### config.mk
export PLATFORM = sky130hd
export DESIGN_NAME = imu_frame_deframer_crc8
export DESIGN_NICKNAME = d
export VERILOG_FILES = /design/src/rtl/core/imu_dfr_pkg.sv /design/src/rtl/core/imu_dfr_ctrl.sv /design/src/rtl/core/imu_dfr_capture.sv /design/src/rtl/core/imu_dfr_outreg.sv /design/src/rtl/core/imu_frame_deframer_crc8.sv
export SDC_FILE = /design/constraint.sdc
export NUM_CORES = 1
export LEC_CHECK = 0
export BUFFER_PORTS_ARGS = -buffer_cell sky130_fd_sc_hd__buf_2
export CORE_ASPECT_RATIO = 2
export CORE_MARGIN = 2
export CORE_UTILIZATION = 30
export DETAILED_ROUTE_END_ITERATION = 8
export PLACE_DENSITY = 0.52
export SETUP_SLACK_MARGIN = 0.05
export SYNTH_ARGS = -nofsm -noshare
export SYNTH_HDL_FRONTEND = slang
export SYNTH_HIERARCHICAL = 1
export SYNTH_SLANG_ARGS = --single-unit
### constraint.sdc
create_clock -name clk -period 9.5 [get_ports clk]
set_input_delay 0 -clock clk [delete_from_list [all_inputs] [get_ports clk]]
set_output_delay 0 -clock clk [all_outputs]
set_load 0.02 [all_outputs]
### src/rtl/core/imu_dfr_pkg.sv
package imu_dfr_pkg;

  // Configuration register indexes.
  localparam logic CFG_SYNC_VALUE = 1'b0;
  localparam logic CFG_CRC_INIT   = 1'b1;

  // Reset values of the configuration registers.
  localparam logic [7:0] SYNC_RESET     = 8'hA5;
  localparam logic [7:0] CRC_INIT_RESET = 8'hFF;

  // Reflected form of the CRC-8 polynomial 0x31.
  localparam logic [7:0] CRC_POLY_REFL = 8'h8C;

  // Frame positions: position 0 means hunting for sync.
  localparam logic [5:0] POS_HUNT  = 6'd0;
  localparam logic [5:0] POS_FIRST = 6'd1;
  localparam logic [5:0] CRC_POS   = 6'd58;
  localparam logic [5:0] CAP_FIRST = 6'd2;
  localparam logic [5:0] CAP_LAST  = 6'd45;

  // Captured bytes run from the time field through accel z.
  localparam int CAP_BYTES  = 44;
  localparam int CAP_BITS   = CAP_BYTES * 8;
  localparam int WORD_COUNT = CAP_BYTES / 4;

  // Word slots inside the captured block.
  localparam int W_TIME  = 0;
  localparam int W_QW    = 1;
  localparam int W_QX    = 2;
  localparam int W_QY    = 3;
  localparam int W_QZ    = 4;
  localparam int W_GX    = 5;
  localparam int W_GY    = 6;
  localparam int W_GZ    = 7;
  localparam int W_AX    = 8;
  localparam int W_AY    = 9;
  localparam int W_AZ    = 10;

  // Control and status from the frame controller.
  typedef struct packed {
    logic store_en;
    logic frame_done;
    logic crc_ok;
    logic at_crc;
  } ctrl_t;

  // One byte through the reflected CRC-8, one bit per step.
  function automatic logic [7:0] crc8_step(input logic [7:0] crc, input logic [7:0] data);
    logic [7:0] c;
    c = crc ^ data;
    for (int i = 0; i < 8; i++) begin
      if (c[0]) begin
        c = (c >> 1) ^ CRC_POLY_REFL;
      end else begin
        c = c >> 1;
      end
    end
    return c;
  endfunction

endpackage

### src/rtl/core/imu_dfr_ctrl.sv
module imu_dfr_ctrl
  import imu_dfr_pkg::*;
(
  input  logic       clk,
  input  logic       rst_n,
  input  logic       cfg_we,
  input  logic       cfg_index,
  input  logic [7:0] cfg_wdata,
  input  logic       accept,
  input  logic [7:0] rx_byte,
  output ctrl_t      ctrl
);

  logic [7:0] sync_value_r;
  logic [7:0] crc_init_r;
  logic [5:0] pos_r, pos_nxt;
  logic [7:0] crc_r, crc_nxt;
  logic       store_en;
  logic       frame_done;

  // Configuration registers.
  always_ff @(posedge clk) begin
    if (!rst_n) begin
      sync_value_r <= SYNC_RESET;
      crc_init_r   <= CRC_INIT_RESET;
    end else if (cfg_we) begin
      case (cfg_index)
        CFG_SYNC_VALUE: sync_value_r <= cfg_wdata;
        CFG_CRC_INIT:   crc_init_r   <= cfg_wdata;
        default:        sync_value_r <= sync_value_r;
      endcase
    end
  end

  // Frame position and running CRC for each accepted byte.
  always_comb begin
    pos_nxt    = pos_r;
    crc_nxt    = crc_r;
    store_en   = 1'b0;
    frame_done = 1'b0;
    if (accept) begin
      if (pos_r == POS_HUNT) begin
        if (rx_byte == sync_value_r) begin
          crc_nxt = crc8_step(crc_init_r, rx_byte);
          pos_nxt = POS_FIRST;
        end
      end else if (pos_r < CRC_POS) begin
        crc_nxt  = crc8_step(crc_r, rx_byte);
        pos_nxt  = pos_r + 6'd1;
        store_en = (pos_r >= CAP_FIRST) && (pos_r <= CAP_LAST);
      end else begin
        frame_done = 1'b1;
        pos_nxt    = POS_HUNT;
        crc_nxt    = 8'd0;
      end
    end
  end

  always_ff @(posedge clk) begin
    if (!rst_n) begin
      pos_r <= POS_HUNT;
      crc_r <= 8'd0;
    end else begin
      pos_r <= pos_nxt;
      crc_r <= crc_nxt;
    end
  end

  assign ctrl.store_en   = store_en;
  assign ctrl.frame_done = frame_done;
  assign ctrl.crc_ok     = (crc_r == rx_byte);
  assign ctrl.at_crc     = (pos_r >= CRC_POS);

endmodule

### src/rtl/core/imu_dfr_capture.sv
module imu_dfr_capture
  import imu_dfr_pkg::*;
(
  input  logic                clk,
  input  ctrl_t               ctrl,
  input  logic [7:0]          rx_byte,
  output logic [CAP_BITS-1:0] cap_data
);

  logic [CAP_BITS-1:0] shift_r;

  // Bytes enter at the top, so after the last one the first byte sits in the
  // low bits and each word lies little-endian at a fixed slice.
  always_ff @(posedge clk) begin
    if (ctrl.store_en) begin
      shift_r <= {rx_byte, shift_r[CAP_BITS-1:8]};
    end
  end

  assign cap_data = shift_r;

endmodule

### src/rtl/core/imu_dfr_outreg.sv
module imu_dfr_outreg
  import imu_dfr_pkg::*;
(
  input  logic                clk,
  input  logic                rst_n,
  input  ctrl_t               ctrl,
  input  logic [CAP_BITS-1:0] cap_data,
  input  logic                out_stall,
  output logic                out_valid,
  output logic [31:0]         words [WORD_COUNT],
  output logic                crc_ok
);

  logic        valid_r, valid_nxt;
  logic [31:0] word_r [WORD_COUNT];
  logic        crc_ok_r;

  // Valid rises on a finished frame and falls once the word is taken.
  always_comb begin
    valid_nxt = valid_r;
    if (ctrl.frame_done) begin
      valid_nxt = 1'b1;
    end else if (valid_r && !out_stall) begin
      valid_nxt = 1'b0;
    end
  end

  always_ff @(posedge clk) begin
    if (!rst_n) begin
      valid_r <= 1'b0;
    end else begin
      valid_r <= valid_nxt;
    end
  end

  // Result payload loads from the capture register at frame end.
  always_ff @(posedge clk) begin
    if (ctrl.frame_done) begin
      for (int k = 0; k < WORD_COUNT; k++) begin
        word_r[k] <= cap_data[32*k +: 32];
      end
      crc_ok_r <= ctrl.crc_ok;
    end
  end

  assign out_valid = valid_r;
  assign words     = word_r;
  assign crc_ok    = crc_ok_r;

endmodule

### src/rtl/core/imu_frame_deframer_crc8.sv
// Channel   Direction  Ports                          Word
// in        input      in_valid, in_stall, in_rx_byte one received serial byte
// out       output     out_valid, out_stall, out_*    one decoded frame with crc_ok
// cfg       input      cfg_we, cfg_index, cfg_wdata   sync_value (0), crc_init (1)
//
// One byte is taken every cycle while in_valid is high and in_stall is low; the CRC update is combinational.
// A frame result appears in the cycle after its CRC byte is accepted.
// Reset is synchronous: the block hunts for sync, config registers return to defaults.
// The input stalls only when the CRC byte is next and the previous result
// is still waiting on a stalled output.
module imu_frame_deframer_crc8
  import imu_dfr_pkg::*;
(
  input  logic        clk,
  input  logic        rst_n,
  input  logic        cfg_we,
  input  logic        cfg_index,
  input  logic [7:0]  cfg_wdata,
  input  logic        in_valid,
  output logic        in_stall,
  input  logic [7:0]  in_rx_byte,
  output logic        out_valid,
  input  logic        out_stall,
  output logic [31:0] out_timestamp,
  output logic [31:0] out_quat_w,
  output logic [31:0] out_quat_x,
  output logic [31:0] out_quat_y,
  output logic [31:0] out_quat_z,
  output logic [31:0] out_gyro_x,
  output logic [31:0] out_gyro_y,
  output logic [31:0] out_gyro_z,
  output logic [31:0] out_accel_x,
  output logic [31:0] out_accel_y,
  output logic [31:0] out_accel_z,
  output logic        out_crc_ok
);

  ctrl_t               ctrl;
  logic                accept;
  logic [CAP_BITS-1:0] cap_data;
  logic [31:0]         words [WORD_COUNT];

  // Only the frame-closing byte needs a free result register.
  assign in_stall = ctrl.at_crc && out_valid && out_stall;
  assign accept   = in_valid && !in_stall;

  imu_dfr_ctrl u_ctrl (
    .clk       (clk),
    .rst_n     (rst_n),
    .cfg_we    (cfg_we),
    .cfg_index (cfg_index),
    .cfg_wdata (cfg_wdata),
    .accept    (accept),
    .rx_byte   (in_rx_byte),
    .ctrl      (ctrl)
  );

  imu_dfr_capture u_capture (
    .clk      (clk),
    .ctrl     (ctrl),
    .rx_byte  (in_rx_byte),
    .cap_data (cap_data)
  );

  imu_dfr_outreg u_outreg (
    .clk       (clk),
    .rst_n     (rst_n),
    .ctrl      (ctrl),
    .cap_data  (cap_data),
    .out_stall (out_stall),
    .out_valid (out_valid),
    .words     (words),
    .crc_ok    (out_crc_ok)
  );

  assign out_timestamp = words[W_TIME];
  assign out_quat_w    = words[W_QW];
  assign out_quat_x    = words[W_QX];
  assign out_quat_y    = words[W_QY];
  assign out_quat_z    = words[W_QZ];
  assign out_gyro_x    = words[W_GX];
  assign out_gyro_y    = words[W_GY];
  assign out_gyro_z    = words[W_GZ];
  assign out_accel_x   = words[W_AX];
  assign out_accel_y   = words[W_AY];
  assign out_accel_z   = words[W_AZ];

`ifndef SYNTHESIS
  // A stalled input always traces back to a waiting result.
  a_stall_needs_result: assert property (@(posedge clk) disable iff (!rst_n)
    in_stall |-> out_valid)
    else $error("input stalled without a pending result");

  // A frame only closes on an accepted byte.
  a_done_on_accept: assert property (@(posedge clk) disable iff (!rst_n)
    ctrl.frame_done |-> (in_valid && !in_stall))
    else $error("frame closed without an accepted byte");

  // A closed frame shows up as a result in the next cycle.
  a_done_gives_result: assert property (@(posedge clk) disable iff (!rst_n)
    ctrl.frame_done |=> out_valid)
    else $error("finished frame not presented");

  // A taken result clears unless a new frame closes at the same edge.
  a_result_clears: assert property (@(posedge clk) disable iff (!rst_n)
    (out_valid && !out_stall && !ctrl.frame_done) |=> !out_valid)
    else $error("result repeated after being taken");
`endif

endmodule
==> results of run 1 <==
[final timing paths]
check | cells past startpoint | start | slack [ns] | end
setup / recovery | 6 | u_ctrl/pos_r[2] | 5.40 | u_outreg/words[53]
hold / removal | 4 | cfg_wdata[2] | 0.20 | u_ctrl/crc_init_r[2]
setup reg to reg | 6 | u_ctrl/pos_r[2] | 5.40 | u_outreg/words[53]
hold reg to reg | 0 | u_capture/cap_data[1] | 0.42 | u_outreg/words[321]
[per-stage QoR]
step                hold slack [ns]  power [W]  setup WS (ns)  cell area [sq um]
floorplan                    0.0989    0.00364           5.19              23200
global placement              0.236    0.00366           5.58              26400
detailed placement            0.239    0.00366           5.42              26400
CTS                           0.148    0.00635           5.39              28900
global route                  0.206    0.00646           5.11              28900
finish                        0.200    0.00625           5.40              28900
[layer usage]
metal / part of all wire, % / vias to the layer above / GRT usage (%)
met5: 0 / - / 0
met1: 38 / 5092 / 13.2
met2: 47 / 476 / 19.1
li1: - / 4602 / -
met4: 3.3 / 0 / 5.57
met3: 12 / 77 / 5.59
[flip-flops by register name, summed over array words and instances, names as in the netlist]
signal / count
u_outreg/words: 352
u_ctrl/sync_value_r: 8
u_ctrl/pos_r: 6
u_outreg/out_valid: 1
u_ctrl/crc_init_r: 8
u_ctrl/crc_r: 8
u_capture/cap_data: 352
u_outreg/crc_ok: 1
[synthesized netlist by cell type, drive strengths merged]
master / instances / area, sq um
nand2: 37 / 139
nand3: 13 / 65.1
a21boi: 1 / 7.51
and2: 4 / 27.5
a41o: 1 / 10.0
nand2b: 3 / 18.8
edfxtp: 705 / 21200
nand4: 3 / 18.8
o21ai: 7 / 38.8
o221ai: 4 / 41.3
o2111a: 1 / 11.3
a21oi: 11 / 55.1
a32oi: 1 / 8.76
nor4: 2 / 18.8
dlymetal6s2s: 1 / 12.5
a21bo: 1 / 10.0
o22a: 1 / 8.76
a221oi: 1 / 8.76
or3: 2 / 12.5
inv: 3 / 11.3
buf: 6 / 56.3
xor2: 12 / 120
and3: 4 / 30.0
a22oi: 3 / 22.5
xnor2: 43 / 448
a31o: 1 / 8.76
nor3b: 1 / 7.51
nor2: 5 / 18.8
o211a: 4 / 40.0
clkbuf: 5 / 20.0
nand3b: 1 / 7.51
o21a: 1 / 7.51
nor2b: 4 / 27.5
dfxtp: 31 / 621
ha: 4 / 50.1
o211ai: 1 / 7.51
[layout make-up]
cell class                 count  area (sq um)  area share, %
clock inverter                38           354           1.23
clock buffer                  79          1770           6.15
multi-input combinational    177          1320           4.56
inverter                       3          11.3         0.0390
tap                         1022          1280           4.43
sequential                   736         21800           75.5
timing repair buffer         423          2340           8.12
[where the power goes]
part	total (W)	internal (W)	leakage, nW	switching (W)
clock network	0.00265	0.00148	1.02	0.00117
logic	0.0000988	0.0000500	2.20	0.0000488
registers	0.00350	0.00350	6.58	0.00000349
total	0.00625	0.00503	9.81	0.00122
[cells by family after synthesis]
logic type	synth area share, %
DFF	94.0
adders and majority gates	0.216
and+or+nand+nor	1.69
AOI/OAI and AO/OA	1.24
xor gates and xnor gates	2.45
buffers and inverters	0.432
[worst reg2reg max path: stages (launching register included)]
cell and delay (ns):
dfxtp_1 0.39, o2111a_1 0.35, and3_4 0.21, nor2b_2 0.29, and2_4 0.51, buf_4 0.84
buf_4 1.01
[what timing repair did]
item                                    in CTS  in global routing
hold buffers                                39                  0
endpoints found under the hold margin       38                  0
endpoints found under the setup margin       0                  0
==> results.ini, run 1 <==
[final_layout]
fillers = 7035
final_common_cell = edfxtp_1
final_core_util_pct = 37.6
diodes = 0
nets = 1433
final_cells = 2478
drive_gt1_share_pct = 34.4
mostFrequentLayoutCells = edfxtp_1, buf_2, clkbuf_16, dlygate4sd3_1, nand2_1
syn_to_final_growth_pct = 24.5

[synth]
synth_warnings = 6
synth.net_count = 954
synth-seq-cells = 736
seq_area_frac_synth_pct = 94.0
syn_inst = 928
yosysUniqueCellTypes = 47
avgSynthCellArea_sq_um = 25.0
synth_area_sq_um = 23200

[clock_network]
htreeDepth = 3
cts_tree = built
cts_max_path_buffers = 3
postCtsSetupBuffers = 0
cts_root_buffer = clkbuf_16
cts_resized = 0
clkSlewWorstSetupHoldPaths_ns = 0.07
clock_latency_ns = 0.62
cts.sink_count = 736
cts_inserted_buffers = 66

[sta]
fin_crit_sh_pct = 43.2
slew_headroom_pct = 22.9
rsz0062_at_grt = no
clock.fmax_mhz = 244
period_needed_ns = 4.10
finalClockSkew_ns = 0.0231
tightestPinTransition_ns = 1.16
final_max_slew_viol_count = 0
fin_tns_setup_ns = 0
hold_viol = 0
setup_viol = 0

[place]
dp_cells = 2322
dp_hpwl_mm = 31.6
gp_congestion = 0.778
io_buffers = 376

[drt]
wire_per_inst_microns = 19.2
wirelength_mm = 47.5
drc = 0
ant_nets = 0
drt_iter0_markers = 557
drtPass1Iterations = 5
vias_per_cell = 4.14
vias = 10247

[worst_setup_path]
required_ns = 9.72
critPathKind = register to register
slowest_stage = buf_4
crit_chain = o2111a_1 > and3_4 > nor2b_2 > and2_4 > buf_4 > buf_4
path_max_fanout = 79
crit_buf_inv = 2
start_kind = register
cp-end-kind = register
max_stage_delay_ns = 0.91
crit_path_frequent_cell = buf_4
cp_top_family = buffers and inverters
arrival_ns = 4.33

[power]
power.density_nw_per_um2 = 217
vdd_ir_drop_max_v = 0.000161
leakage_nw = 9.81

[floorplanning]
rows = 144
ios = 377
placeableCoreArea_sq_um = 76800
fp.dieW_microns = 201
die_h_microns = 397
start_util_pct = 30.2
dieArea_sq_um = 79700

[grt]
track_usage_pct = 11.8
grt_pass1_vias = 10921
grt_max_degree = 173
globalRouteOverflowTotal = 0
grt_pass1_wl_mm = 70.8
antenna_found_initial = 0

[job]
drv_cap = 0

[run_status]
outcome = finished clean

[min_path]
hold_class = input pin to register

No activity file was read; power rests on OpenSTA's default activity.
==> run 2: changes to the inputs <==
PLACE_DENSITY = 0.53   (was 0.52)
clock period = 3.5 ns   (was 9.5 ns; I/O delays follow)
==> run 2 against run 1 <==
Clock-buffer cell count down 11. Setup slack worse by 4.9 ns. Clock skew is 0.0058 ns higher. Worst hold slack lost 0.027 ns. Die area did not move. Sequential share of layout area fell by 0.42 points. Critical path type unchanged.
==> results.ini, run 2 (synthesis gave the netlist of run 1 again) <==
[clock_network]
cts_root_buffer = clkbuf_16
cts_resized = 0
htreeDepth = 2
cts_hold_buf = 36
clkSlewWorstSetupHoldPaths_ns = 0.07
cts_max_path_buffers = 3
cts_tree = built
clock_latency_ns = 0.63
postCtsSetupBuffers = 0
cts.sink_count = 736
cts_inserted_buffers = 61

[worst_setup_path]
path_max_fanout = 73
arrival_ns = 3.31
start_kind = register
required_ns = 3.77
cp-end-kind = register
r2r_start = u_ctrl/pos_r[1]
cp_top_family = simple AND/OR/NAND/NOR gates
critPathKind = register to register
crit_buf_inv = 3
max_stage_delay_ns = 0.47
crit_chain = inv_1 > ha_1 > and2_1 > nor2_1 > nand2_1 > a221oi_4 > buf_4 > buf_12
critPathLaunch = u_ctrl/pos_r[1]
slowest_stage = dfxtp_1

[sta]
slew_headroom_pct = 58.0
clock.fmax_mhz = 329
final_max_slew_viol_count = 0
setup_viol = 0
period_needed_ns = 3.04
tightestPinTransition_ns = 0.629
hold_viol = 0
fin_tns_setup_ns = 0
rsz0062_at_grt = no
finalClockSkew_ns = 0.0289
worst_slack_ns = 0.463
fin_crit_sh_pct = 86.8

[place]
dp_hpwl_mm = 32.3
gp_congestion = 0.760
dp_cells = 2326
place_area_sq_um = 26500
place_ws_ns = 0.517
io_buffers = 376

[final_layout]
diodes = 0
nets = 1429
final_cells = 2477
mostFrequentLayoutCells = edfxtp_1, buf_2, clkbuf_16, nand2_1, dlygate4sd3_1
final_common_cell = edfxtp_1
syn_to_final_growth_pct = 25.2
drive_gt1_share_pct = 34.9
postLayoutCellArea_sq_um = 29000
final_core_util_pct = 37.8

[floorplanning]
dieArea_sq_um = 79700
ios = 377
die_h_microns = 397
placeableCoreArea_sq_um = 76800
rows = 144
start_util_pct = 30.2
fp.dieW_microns = 201

[drt]
ant_nets = 0
drtPass1Iterations = 5
vias = 10218
vias_per_cell = 4.13
wire_per_inst_microns = 19.3
wirelength_mm = 47.8
drt_iter0_markers = 547
drc = 0

[grt]
grt_pass1_vias = 10772
grt_max_degree = 114
globalRouteOverflowTotal = 0
grt_pass1_wl_mm = 70.7
track_usage_pct = 11.7
antenna_found_initial = 0

[power]
leakage_nw = 9.87
power.density_nw_per_um2 = 592
vdd_ir_drop_max_v = 0.000579

[job]
drv_cap = 0

[run_status]
outcome = finished clean

[min_path]
hold_class = input pin to register
holdCritStartpoint = cfg_wdata[7]

## run 2: cell type report
cell class | instances | area, sq um
clock buffer | 68 | 1600
clock inverter | 47 | 596
fill | 6983 | 47700
inverter | 3 | 11.3
multi-input combinational | 177 | 1320
sequential | 736 | 21800
tap | 1022 | 1280
timing repair buffer | 424 | 2440
## run 2: power breakdown
group          total, W  internal [W]  switching [W]
combinational  0.000269      0.000133       0.000136
clock           0.00740       0.00426        0.00314
sequential      0.00951       0.00950     0.00000967
total            0.0172        0.0139        0.00328
## run 2: per-layer routing
metal  up-vias  GRT usage [%]  wire length (microns)
met5         -              0                      0
met4         0           4.22                   1630
met3        90           5.54                   5560
met2       510           19.5                  22700
met1      5020           13.2                  17900
li1       4598              -                      -
## run 2: worst reg2reg max path: stages (launching register included)
cell and delay [ns]:
dfxtp_1 0.47, inv_1 0.12, ha_1 0.23, and2_1 0.23, nor2_1 0.36, nand2_1 0.19, a221oi_4 0.40, buf_4 0.26
buf_12 0.33
## run 2: through the flow
| stage | total power (W) | hold WS, ns |
|---|---|---|
| 4_1_cts | 0.0174 | 0.123 |
| 3_3_place_gp | 0.00994 | 0.234 |
| 5_1_grt | 0.0177 | 0.143 |
| 6_report | 0.0172 | 0.173 |
| 3_5_place_dp | 0.00995 | 0.237 |
| 2_1_floorplan | 0.00988 | 0.0989 |
## run 2: worst paths after layout
kind,end,slack [ns],cells past startpoint
worst min-delay path,u_ctrl/sync_value_r[7],0.17,4
worst max register to register,u_capture/cap_data[12],0.46,8
worst max-delay path,u_capture/cap_data[12],0.46,8
worst min register to register,u_outreg/words[323],0.42,0
